--- src/rtl/core/ufrc_pkg.sv ---
`timescale 1ns / 1ps

package ufrc_pkg;

  typedef logic [7:0] elem_t;

  typedef enum logic {
    OP_FIND  = 1'b0,
    OP_UNION = 1'b1
  } op_t;

  localparam int RANK_W = 4;

  typedef logic [RANK_W-1:0] rank_t;

  localparam rank_t RANK_INIT = rank_t'(1);
  localparam rank_t RANK_MAX  = rank_t'(15);

endpackage

--- src/rtl/core/ufrc_if.sv ---
`timescale 1ns / 1ps

interface ufrc_in_if;
  logic             valid;
  logic             ready;
  ufrc_pkg::op_t    opcode;
  ufrc_pkg::elem_t  element_a;
  ufrc_pkg::elem_t  element_b;

  modport source (output valid, output opcode, output element_a, output element_b,
                  input ready);
  modport sink   (input valid, input opcode, input element_a, input element_b,
                  output ready);
endinterface

interface ufrc_out_if;
  logic             valid;
  logic             ready;
  ufrc_pkg::elem_t  set_root;
  logic             already_joined;

  modport source (output valid, output set_root, output already_joined, input ready);
  modport sink   (input valid, input set_root, input already_joined, output ready);
endinterface

--- src/rtl/core/ufrc_fold.sv ---
`timescale 1ns / 1ps

module ufrc_fold #(
  parameter int SET_COUNT = 256
) (
  input  ufrc_pkg::elem_t                 value_in,
  output logic [$clog2(SET_COUNT)-1:0]    index_out
);

  localparam int IDX_W = $clog2(SET_COUNT);
  localparam int REM_W = 24;

  logic [REM_W-1:0] rem;

  // Restoring reduction: one conditional subtract per bit of the 8-bit input.
  always_comb begin
    rem = REM_W'(value_in);
    for (int k = 7; k >= 0; k--) begin
      if (rem >= (REM_W'(SET_COUNT) << k)) begin
        rem = rem - (REM_W'(SET_COUNT) << k);
      end
    end
  end

  assign index_out = IDX_W'(rem);

endmodule

--- src/rtl/core/union_find_rank_compress.sv ---
`timescale 1ns / 1ps

// Channel  Dir  Beat contents                        Handshake
// in_ch    in   opcode, element_a, element_b         valid / ready
// out_ch   out  set_root, already_joined             valid / ready
//
// After reset a clearing pass initializes both tables; no beat is taken. A find walks the
// parent table from the element up to its root, walks the path again to point each node at
// the root, then loads the result register. A union runs two finds and, when the roots differ,
// reads both ranks. The single parent-table read port, one access per cycle, paces the walks.
// A result waits in the output register; a new beat is taken once the result is loaded there.

module union_find_rank_compress #(
  parameter int SET_COUNT = 256
) (
  input logic        clk,
  input logic        rst_n,
  ufrc_in_if.sink    in_ch,
  ufrc_out_if.source out_ch
);

  localparam int IDX_W = $clog2(SET_COUNT);

  typedef logic [IDX_W-1:0] idx_t;

  typedef enum logic [2:0] {
    S_CLEAR,
    S_IDLE,
    S_WALK_START,
    S_WALK,
    S_COMP,
    S_RANK_A,
    S_RANK_B,
    S_DONE
  } state_t;

  state_t state_r, state_nxt;
  idx_t clr_cnt_r, clr_cnt_nxt;
  idx_t cur_r, cur_nxt;
  idx_t start_r, start_nxt;
  idx_t elem_b_r, elem_b_nxt;
  ufrc_pkg::op_t op_r, op_nxt;
  logic phase_r, phase_nxt;
  idx_t ra_r, ra_nxt;
  idx_t root_r, root_nxt;
  ufrc_pkg::rank_t rank_a_r, rank_a_nxt;
  idx_t res_root_r, res_root_nxt;
  logic res_joined_r, res_joined_nxt;
  logic out_valid_r, out_valid_nxt;
  ufrc_pkg::elem_t out_root_r, out_root_nxt;
  logic out_joined_r, out_joined_nxt;

  idx_t parent_mem [SET_COUNT];
  ufrc_pkg::rank_t rank_mem [SET_COUNT];
  idx_t par_rd_r;
  ufrc_pkg::rank_t rank_rd_r;

  idx_t par_rd_addr, par_wr_addr, par_wr_data;
  logic par_we;
  idx_t rank_rd_addr, rank_wr_addr;
  ufrc_pkg::rank_t rank_wr_data;
  logic rank_we;

  idx_t fold_a, fold_b;
  logic in_fire, out_fire;

  ufrc_fold #(.SET_COUNT(SET_COUNT)) u_fold_a (
    .value_in  (in_ch.element_a),
    .index_out (fold_a)
  );

  ufrc_fold #(.SET_COUNT(SET_COUNT)) u_fold_b (
    .value_in  (in_ch.element_b),
    .index_out (fold_b)
  );

  assign in_ch.ready           = (state_r == S_IDLE);
  assign in_fire               = in_ch.valid && in_ch.ready;
  assign out_fire              = out_valid_r && out_ch.ready;
  assign out_ch.valid          = out_valid_r;
  assign out_ch.set_root       = out_root_r;
  assign out_ch.already_joined = out_joined_r;

  always_comb begin
    state_nxt      = state_r;
    clr_cnt_nxt    = clr_cnt_r;
    cur_nxt        = cur_r;
    start_nxt      = start_r;
    elem_b_nxt     = elem_b_r;
    op_nxt         = op_r;
    phase_nxt      = phase_r;
    ra_nxt         = ra_r;
    root_nxt       = root_r;
    rank_a_nxt     = rank_a_r;
    res_root_nxt   = res_root_r;
    res_joined_nxt = res_joined_r;
    out_valid_nxt  = out_valid_r;
    out_root_nxt   = out_root_r;
    out_joined_nxt = out_joined_r;
    par_rd_addr    = cur_r;
    par_we         = 1'b0;
    par_wr_addr    = cur_r;
    par_wr_data    = root_r;
    rank_rd_addr   = ra_r;
    rank_we        = 1'b0;
    rank_wr_addr   = ra_r;
    rank_wr_data   = rank_a_r;

    if (out_fire) begin
      out_valid_nxt = 1'b0;
    end

    case (state_r)
      S_CLEAR: begin
        par_we       = 1'b1;
        par_wr_addr  = clr_cnt_r;
        par_wr_data  = clr_cnt_r;
        rank_we      = 1'b1;
        rank_wr_addr = clr_cnt_r;
        rank_wr_data = ufrc_pkg::RANK_INIT;
        clr_cnt_nxt  = clr_cnt_r + idx_t'(1);
        if (clr_cnt_r == idx_t'(SET_COUNT - 1)) begin
          state_nxt = S_IDLE;
        end
      end
      S_IDLE: begin
        if (in_fire) begin
          op_nxt     = in_ch.opcode;
          start_nxt  = fold_a;
          cur_nxt    = fold_a;
          elem_b_nxt = fold_b;
          phase_nxt  = 1'b0;
          state_nxt  = S_WALK_START;
        end
      end
      S_WALK_START: begin
        par_rd_addr = cur_r;
        state_nxt   = S_WALK;
      end
      S_WALK: begin
        if (par_rd_r == cur_r) begin
          root_nxt    = cur_r;
          cur_nxt     = start_r;
          par_rd_addr = start_r;
          state_nxt   = S_COMP;
        end else begin
          cur_nxt     = par_rd_r;
          par_rd_addr = par_rd_r;
        end
      end
      S_COMP: begin
        if (cur_r != root_r) begin
          par_we      = 1'b1;
          par_wr_addr = cur_r;
          par_wr_data = root_r;
          cur_nxt     = par_rd_r;
          par_rd_addr = par_rd_r;
        end else if (!phase_r) begin
          if (op_r == ufrc_pkg::OP_FIND) begin
            res_root_nxt   = root_r;
            res_joined_nxt = 1'b0;
            state_nxt      = S_DONE;
          end else begin
            ra_nxt    = root_r;
            phase_nxt = 1'b1;
            start_nxt = elem_b_r;
            cur_nxt   = elem_b_r;
            state_nxt = S_WALK_START;
          end
        end else if (root_r == ra_r) begin
          res_root_nxt   = ra_r;
          res_joined_nxt = 1'b1;
          state_nxt      = S_DONE;
        end else begin
          rank_rd_addr = ra_r;
          state_nxt    = S_RANK_A;
        end
      end
      S_RANK_A: begin
        rank_a_nxt   = rank_rd_r;
        rank_rd_addr = root_r;
        state_nxt    = S_RANK_B;
      end
      S_RANK_B: begin
        par_we         = 1'b1;
        res_joined_nxt = 1'b0;
        state_nxt      = S_DONE;
        if (rank_a_r == rank_rd_r) begin
          par_wr_addr  = root_r;
          par_wr_data  = ra_r;
          res_root_nxt = ra_r;
          if (rank_a_r != ufrc_pkg::RANK_MAX) begin
            rank_we      = 1'b1;
            rank_wr_addr = ra_r;
            rank_wr_data = rank_a_r + ufrc_pkg::rank_t'(1);
          end
        end else if (rank_a_r < rank_rd_r) begin
          par_wr_addr  = ra_r;
          par_wr_data  = root_r;
          res_root_nxt = root_r;
        end else begin
          par_wr_addr  = root_r;
          par_wr_data  = ra_r;
          res_root_nxt = ra_r;
        end
      end
      S_DONE: begin
        if (!out_valid_r || out_ch.ready) begin
          out_valid_nxt  = 1'b1;
          out_root_nxt   = ufrc_pkg::elem_t'(res_root_r);
          out_joined_nxt = res_joined_r;
          state_nxt      = S_IDLE;
        end
      end
      default: begin
        state_nxt = S_CLEAR;
      end
    endcase
  end

  always_ff @(posedge clk) begin
    if (!rst_n) begin
      state_r     <= S_CLEAR;
      clr_cnt_r   <= '0;
      out_valid_r <= 1'b0;
    end else begin
      state_r     <= state_nxt;
      clr_cnt_r   <= clr_cnt_nxt;
      out_valid_r <= out_valid_nxt;
    end
    cur_r        <= cur_nxt;
    start_r      <= start_nxt;
    elem_b_r     <= elem_b_nxt;
    op_r         <= op_nxt;
    phase_r      <= phase_nxt;
    ra_r         <= ra_nxt;
    root_r       <= root_nxt;
    rank_a_r     <= rank_a_nxt;
    res_root_r   <= res_root_nxt;
    res_joined_r <= res_joined_nxt;
    out_root_r   <= out_root_nxt;
    out_joined_r <= out_joined_nxt;
  end

  always_ff @(posedge clk) begin
    if (par_we) begin
      parent_mem[par_wr_addr] <= par_wr_data;
    end
    par_rd_r <= parent_mem[par_rd_addr];
  end

  always_ff @(posedge clk) begin
    if (rank_we) begin
      rank_mem[rank_wr_addr] <= rank_wr_data;
    end
    rank_rd_r <= rank_mem[rank_rd_addr];
  end

  // Outside the clearing pass, no node is ever made its own parent.
  a_no_self_link: assert property (@(posedge clk) disable iff (!rst_n)
    (par_we && state_r != S_CLEAR) |-> (par_wr_data != par_wr_addr))
    else $error("parent write creates a self link");

  // A rank update only ever raises the stored rank.
  a_rank_rises: assert property (@(posedge clk) disable iff (!rst_n)
    (rank_we && state_r != S_CLEAR) |-> (rank_wr_data > rank_a_r))
    else $error("rank update does not raise the rank");

  // An accepted beat always starts a walk on the next cycle.
  a_accept_starts_walk: assert property (@(posedge clk) disable iff (!rst_n)
    in_fire |=> (state_r == S_WALK_START && phase_r == 1'b0))
    else $error("accepted beat did not start a walk");

  // A result taken with no new one pending leaves the output empty.
  a_out_drains: assert property (@(posedge clk) disable iff (!rst_n)
    (out_fire && state_r != S_DONE) |=> !out_valid_r)
    else $error("output stayed valid after its beat was taken");

endmodule
--- src/flat_wrapper.sv ---
// flat-port wrapper written by rule: the top's interface ports become plain ports
module union_find_rank_compress_flat 
#(
  parameter int SET_COUNT = 256
)
  (clk, rst_n, in_ch_valid, in_ch_opcode, in_ch_element_a, in_ch_element_b, in_ch_ready, out_ch_valid, out_ch_set_root, out_ch_already_joined, out_ch_ready);
  ufrc_in_if in_ch_i ();
  ufrc_out_if out_ch_i ();
  input logic clk;
  input logic rst_n;
  input wire logic [$bits(in_ch_i.valid)-1:0] in_ch_valid;
  input wire logic [$bits(in_ch_i.opcode)-1:0] in_ch_opcode;
  input wire logic [$bits(in_ch_i.element_a)-1:0] in_ch_element_a;
  input wire logic [$bits(in_ch_i.element_b)-1:0] in_ch_element_b;
  output wire logic [$bits(in_ch_i.ready)-1:0] in_ch_ready;
  output wire logic [$bits(out_ch_i.valid)-1:0] out_ch_valid;
  output wire logic [$bits(out_ch_i.set_root)-1:0] out_ch_set_root;
  output wire logic [$bits(out_ch_i.already_joined)-1:0] out_ch_already_joined;
  input wire logic [$bits(out_ch_i.ready)-1:0] out_ch_ready;
  assign in_ch_i.valid = in_ch_valid;
  assign in_ch_i.opcode = in_ch_opcode;
  assign in_ch_i.element_a = in_ch_element_a;
  assign in_ch_i.element_b = in_ch_element_b;
  assign in_ch_ready = in_ch_i.ready;
  assign out_ch_valid = out_ch_i.valid;
  assign out_ch_set_root = out_ch_i.set_root;
  assign out_ch_already_joined = out_ch_i.already_joined;
  assign out_ch_i.ready = out_ch_ready;
  union_find_rank_compress #(.SET_COUNT(SET_COUNT)) u_core (.clk(clk), .rst_n(rst_n), .in_ch(in_ch_i), .out_ch(out_ch_i));
endmodule
--- config.mk ---
export PLATFORM = sky130hd
export DESIGN_NAME = union_find_rank_compress_flat
export DESIGN_NICKNAME = d
export VERILOG_FILES = /design/src/rtl/core/ufrc_pkg.sv /design/src/rtl/core/ufrc_if.sv /design/src/rtl/core/ufrc_fold.sv /design/src/rtl/core/union_find_rank_compress.sv /design/src/flat_wrapper.sv
export SDC_FILE = /design/constraint.sdc
export NUM_CORES = 2
export LEC_CHECK = 0
export BUFFER_PORTS_ARGS = -buffer_cell sky130_fd_sc_hd__buf_4
export CAP_MARGIN = 20
export CORE_ASPECT_RATIO = 0.9
export CORE_UTILIZATION = 37
export CTS_BUF_LIST = sky130_fd_sc_hd__clkbuf_8
export DETAILED_ROUTE_END_ITERATION = 7
export PLACE_DENSITY = 0.64
export SYNTH_ARGS = -nofsm -noshare
export SYNTH_HDL_FRONTEND = slang
export SYNTH_HIERARCHICAL = 1
export SYNTH_SLANG_ARGS = --single-unit
--- constraint.sdc ---
create_clock -name clk -period 14.8 [get_ports clk]
set_input_delay 0.74 -clock clk [delete_from_list [all_inputs] [get_ports clk]]
set_output_delay 0.74 -clock clk [all_outputs]
set_load 0.05 [all_outputs]
==> metrics <==
status=complete, no violations; Overflow after GRT=0; top cells by area, synth=edfxtp_1, nand2_1, nand3_1; P_int=12.9 mW; nets=9376; Hold Path Depth=3; most common cell in the netlist=edfxtp_1; post-route cell area=141000 sq um; Post-CTS Hold Buffers=19; Remaining DRCs=0; reg-to-reg slack, setup=6.87 ns; mapped cell area=128000 sq um; final setup fails=0; first-pass GRT wire length=558000 microns; Final Skew=0.0978 ns; Post-CTS Setup Bufs=0; largest net degree at the start of global routing=200; CTS tree=done; vias in the first global route=79500; Iter 0 DRT Violations=12700; Max stage delay cell, worst path=o21ai_1; Setup CP Type=reg -> reg; static leakage=46.0 nW; fill cell count=31000; synthesized instance count=9343; VDD IR-drop max=0.0950 mV; Sw Share=0.212; Post-Synth Adder-Cell Area=0.000586; Hold Path Class=in -> reg; Slew HR=0.110; IO buf count=31; Final min period=7.93 ns; total number of vias=84500; I/O Pins=32; FP Rows=204; Sw Pwr=3.47 mW; fin crit share=0.536; total power=16.4 mW; Post-Synth XOR/XNOR Area=0.00219; data arrival time of the worst path=8.82 ns; Fin Setup TNS=0 ns; Max Buffers Root-to-Sink=4; fmax=126 MHz; dpl cells=13400; CTS Root Cell=clkbuf_8; GRT Total Usage=0.216; synthesized flop and latch total=3160; DR pass1 iterations=6; pwr dens=116 nW/um^2; Final GP Congestion=0.898; Routed WL=391000 microns; post-synthesis simple-gate area fraction=0.131; fin cells=14300; die area=349000 sq um; sequential area share after synthesis=0.738; CP required=15.69 ns; mux cell area share after synthesis=0.0318; die height=560 microns; worst-path fanout max=124; share of cells above drive strength 1=0.101; Worst Hold End=u_core/phase_r; HPWL after DPL=224000 microns; max-cap viol count=0; vias per inst=5.92; Post-DRT Antenna Nets=0; P&R area growth vs syn=10.4%; pre-CTS setup slack=7.32 ns; Comb pwr share=0.009; yosys warns=6; initial antenna violation count=12; Clock Latency Late Sink=1.08 ns; Resized cells post-CTS=0; Mapped Nets=9370; worst path cell trace=xnor2_1 -> nand4_1 -> o21ai_1 -> nand3_4 -> nand2_8 -> buf_12 -> buf_4 -> buf_4 -> mux2i_1 -> o221ai_1 -> o21ai_0 -> nand4_1 -> nor4_1 -> buf_4 -> a32oi_1; largest family of logic cells by synthesized area=simple AND/OR/NAND/NOR gates; hold_sp=in_ch_valid; Reg power frac=0.596; r2r startpoint=u_core/root_r[3]; number of distinct library cells after synthesis=90; Die X=622 microns; count of final hold-check violations=0; area leader, netlist=edfxtp_1; Critical Path Start Type=flip-flop; endpoint class of the critical path=flip-flop; Post-synth EDFFs=3136; CTS sink count=3160; share of the synthesized area in the top cell type=0.735; Slew @ Worst Pin=1.32 ns; Cell Area, Placed=133000 sq um; Synth Flop Type=edfxtp_1; Post-Syn Area per Cell=13.7 sq um; Post-synth top cells=edfxtp_1, nand2_1, nand3_1; H-tree levels=5; max-slew violations=0; Core Area=344000 sq um; asr flop ratio synth=0; Wirelength per Cell=27.4 microns; TritonCTS buffer count=455; RSZ-0062 raised after global routing=false; final setup margin=6.87 ns; reg2reg path depth=15; Most common cell on crit path=buf_4; Initial Util=0.373; Synth Area in Compound Gates=0.0703; Clock power frac=0.395; Critical Path Max Stage Delay=0.91 ns; FF-to-FF End=u_core/par_rd_r[6]; Worst-path clk slew=0.06 ns
==> kinds of logic after synthesis <==
group | after synthesis
AO/OA/AOI/OAI | 1246
XOR/XNOR | 32
adder cells (fa/ha/maj) | 6
buffers and inverters | 706
flip-flops | 3160
multiplexers | 292
AND/OR/NAND/NOR | 3901
==> critical path: cells and delay by family, from the launching register on <==
kind | cells | cell delay, ns
flops | 1 | 0.54
xor+xnor | 1 | 0.30
buf+inv | 4 | 2.19
mux | 1 | 0.27
compound gates | 4 | 1.77
simple gates | 5 | 2.29
==> layout make-up <==
class                      instances  area (sq um)  share of cell area
sequential                      3160         94700               0.669
multi-input combinational       5477         30700               0.217
clock buffer                     473          6510              0.0460
tap                             4532          5670              0.0401
timing repair buffer             237          2030              0.0143
clock inverter                   356          1730              0.0122
inverter                          18           128            0.000902
antenna                           15          37.5            0.000265
==> sequential cells by signal (all words and copies together) (netlist names), 3 cells and up <==
register	cells
u_core/clr_cnt_r	8
u_core/cur_r	8
u_core/elem_b_r	8
u_core/out_ch.set_root	8
u_core/par_rd_r	8
u_core/parent_mem	2048
u_core/ra_r	8
u_core/rank_a_r	4
u_core/rank_mem	1024
u_core/rank_rd_r	4
u_core/res_root_r	8
u_core/root_r	8
u_core/start_r	8
u_core/state_r	3
==> metrics by stage <==
stage / util / hold WS, ns
after floorplan: - / 0.400
after global placement: 0.386 / 0.414
after detailed placement: 0.387 / 0.409
after CTS: 0.411 / 0.0410
after global routing: 0.411 / 0.0917
final: 0.411 / 0.130
==> power groups by stage <==
stage               clock network, mW  registers (mW)  logic (mW)
floorplan                           0            9.96      0.0581
global route                     6.91            9.76       0.147
global placement                    0            9.95       0.132
finish                           6.47            9.76       0.146
CTS                              6.54            9.76       0.140
detailed placement                  0            9.95       0.136
==> per-layer routing <==
layer,up-vias,routed length [microns],global-route usage
li1,35300,-,-
met1,42300,150000,0.294
met2,5829,173000,0.325
met3,998,51000,0.0589
met4,8,18100,0.0918
met5,-,81,0
==> worst max-delay path by stage <==
stage | from | to | slack [ns] | depth (start not counted)
after floorplan | u_core/state_r[2] | u_core/rank_mem[0][3] | 0.91 | 6
after global placement | u_core/root_r[3] | u_core/par_rd_r[6] | 7.51 | 15
final | u_core/root_r[3] | u_core/par_rd_r[6] | 6.87 | 15
after global routing | u_core/root_r[0] | u_core/par_rd_r[6] | 6.93 | 15
after detailed placement | u_core/root_r[3] | u_core/par_rd_r[6] | 7.32 | 15
after CTS | u_core/root_r[3] | u_core/par_rd_r[6] | 7.24 | 15
==> cell usage in the layout (no fill, tap or decap), types with 12 or more instances in the layout <==
cell / synthesis / routed
nor4_1: 24 / 21
mux2i_1: 189 / 184
and3_1: 313 / 312
nand2_2: 1 / 25
dfxtp_1: 24 / 24
buf_12: 4 / 13
o22ai_1: 38 / 37
a32oi_1: 80 / 79
nand3b_1: 13 / 13
o21ai_0: 94 / 92
mux4_2: 82 / 82
o31ai_1: 18 / 16
clkinv_1: 0 / 121
clkbuf_8: 0 / 473
o211ai_1: 23 / 23
edfxtp_1: 3136 / 3136
and2_1: 12 / 12
nand2_1: 2196 / 2168
a311oi_1: 239 / 239
dlygate4sd3_1: 0 / 19
a31oi_1: 195 / 195
a21oi_1: 167 / 166
nor3_1: 47 / 44
buf_4: 47 / 196
inv_1: 18 / 160
mux2_2: 14 / 13
a22oi_1: 40 / 39
nor2_1: 540 / 532
nor2b_1: 18 / 18
clkinv_2: 0 / 64
xnor2_1: 28 / 28
a211oi_1: 246 / 244
nand4_1: 51 / 51
nand3_1: 648 / 647
diode_2: 0 / 15
(Power assumes the default switching activity.)
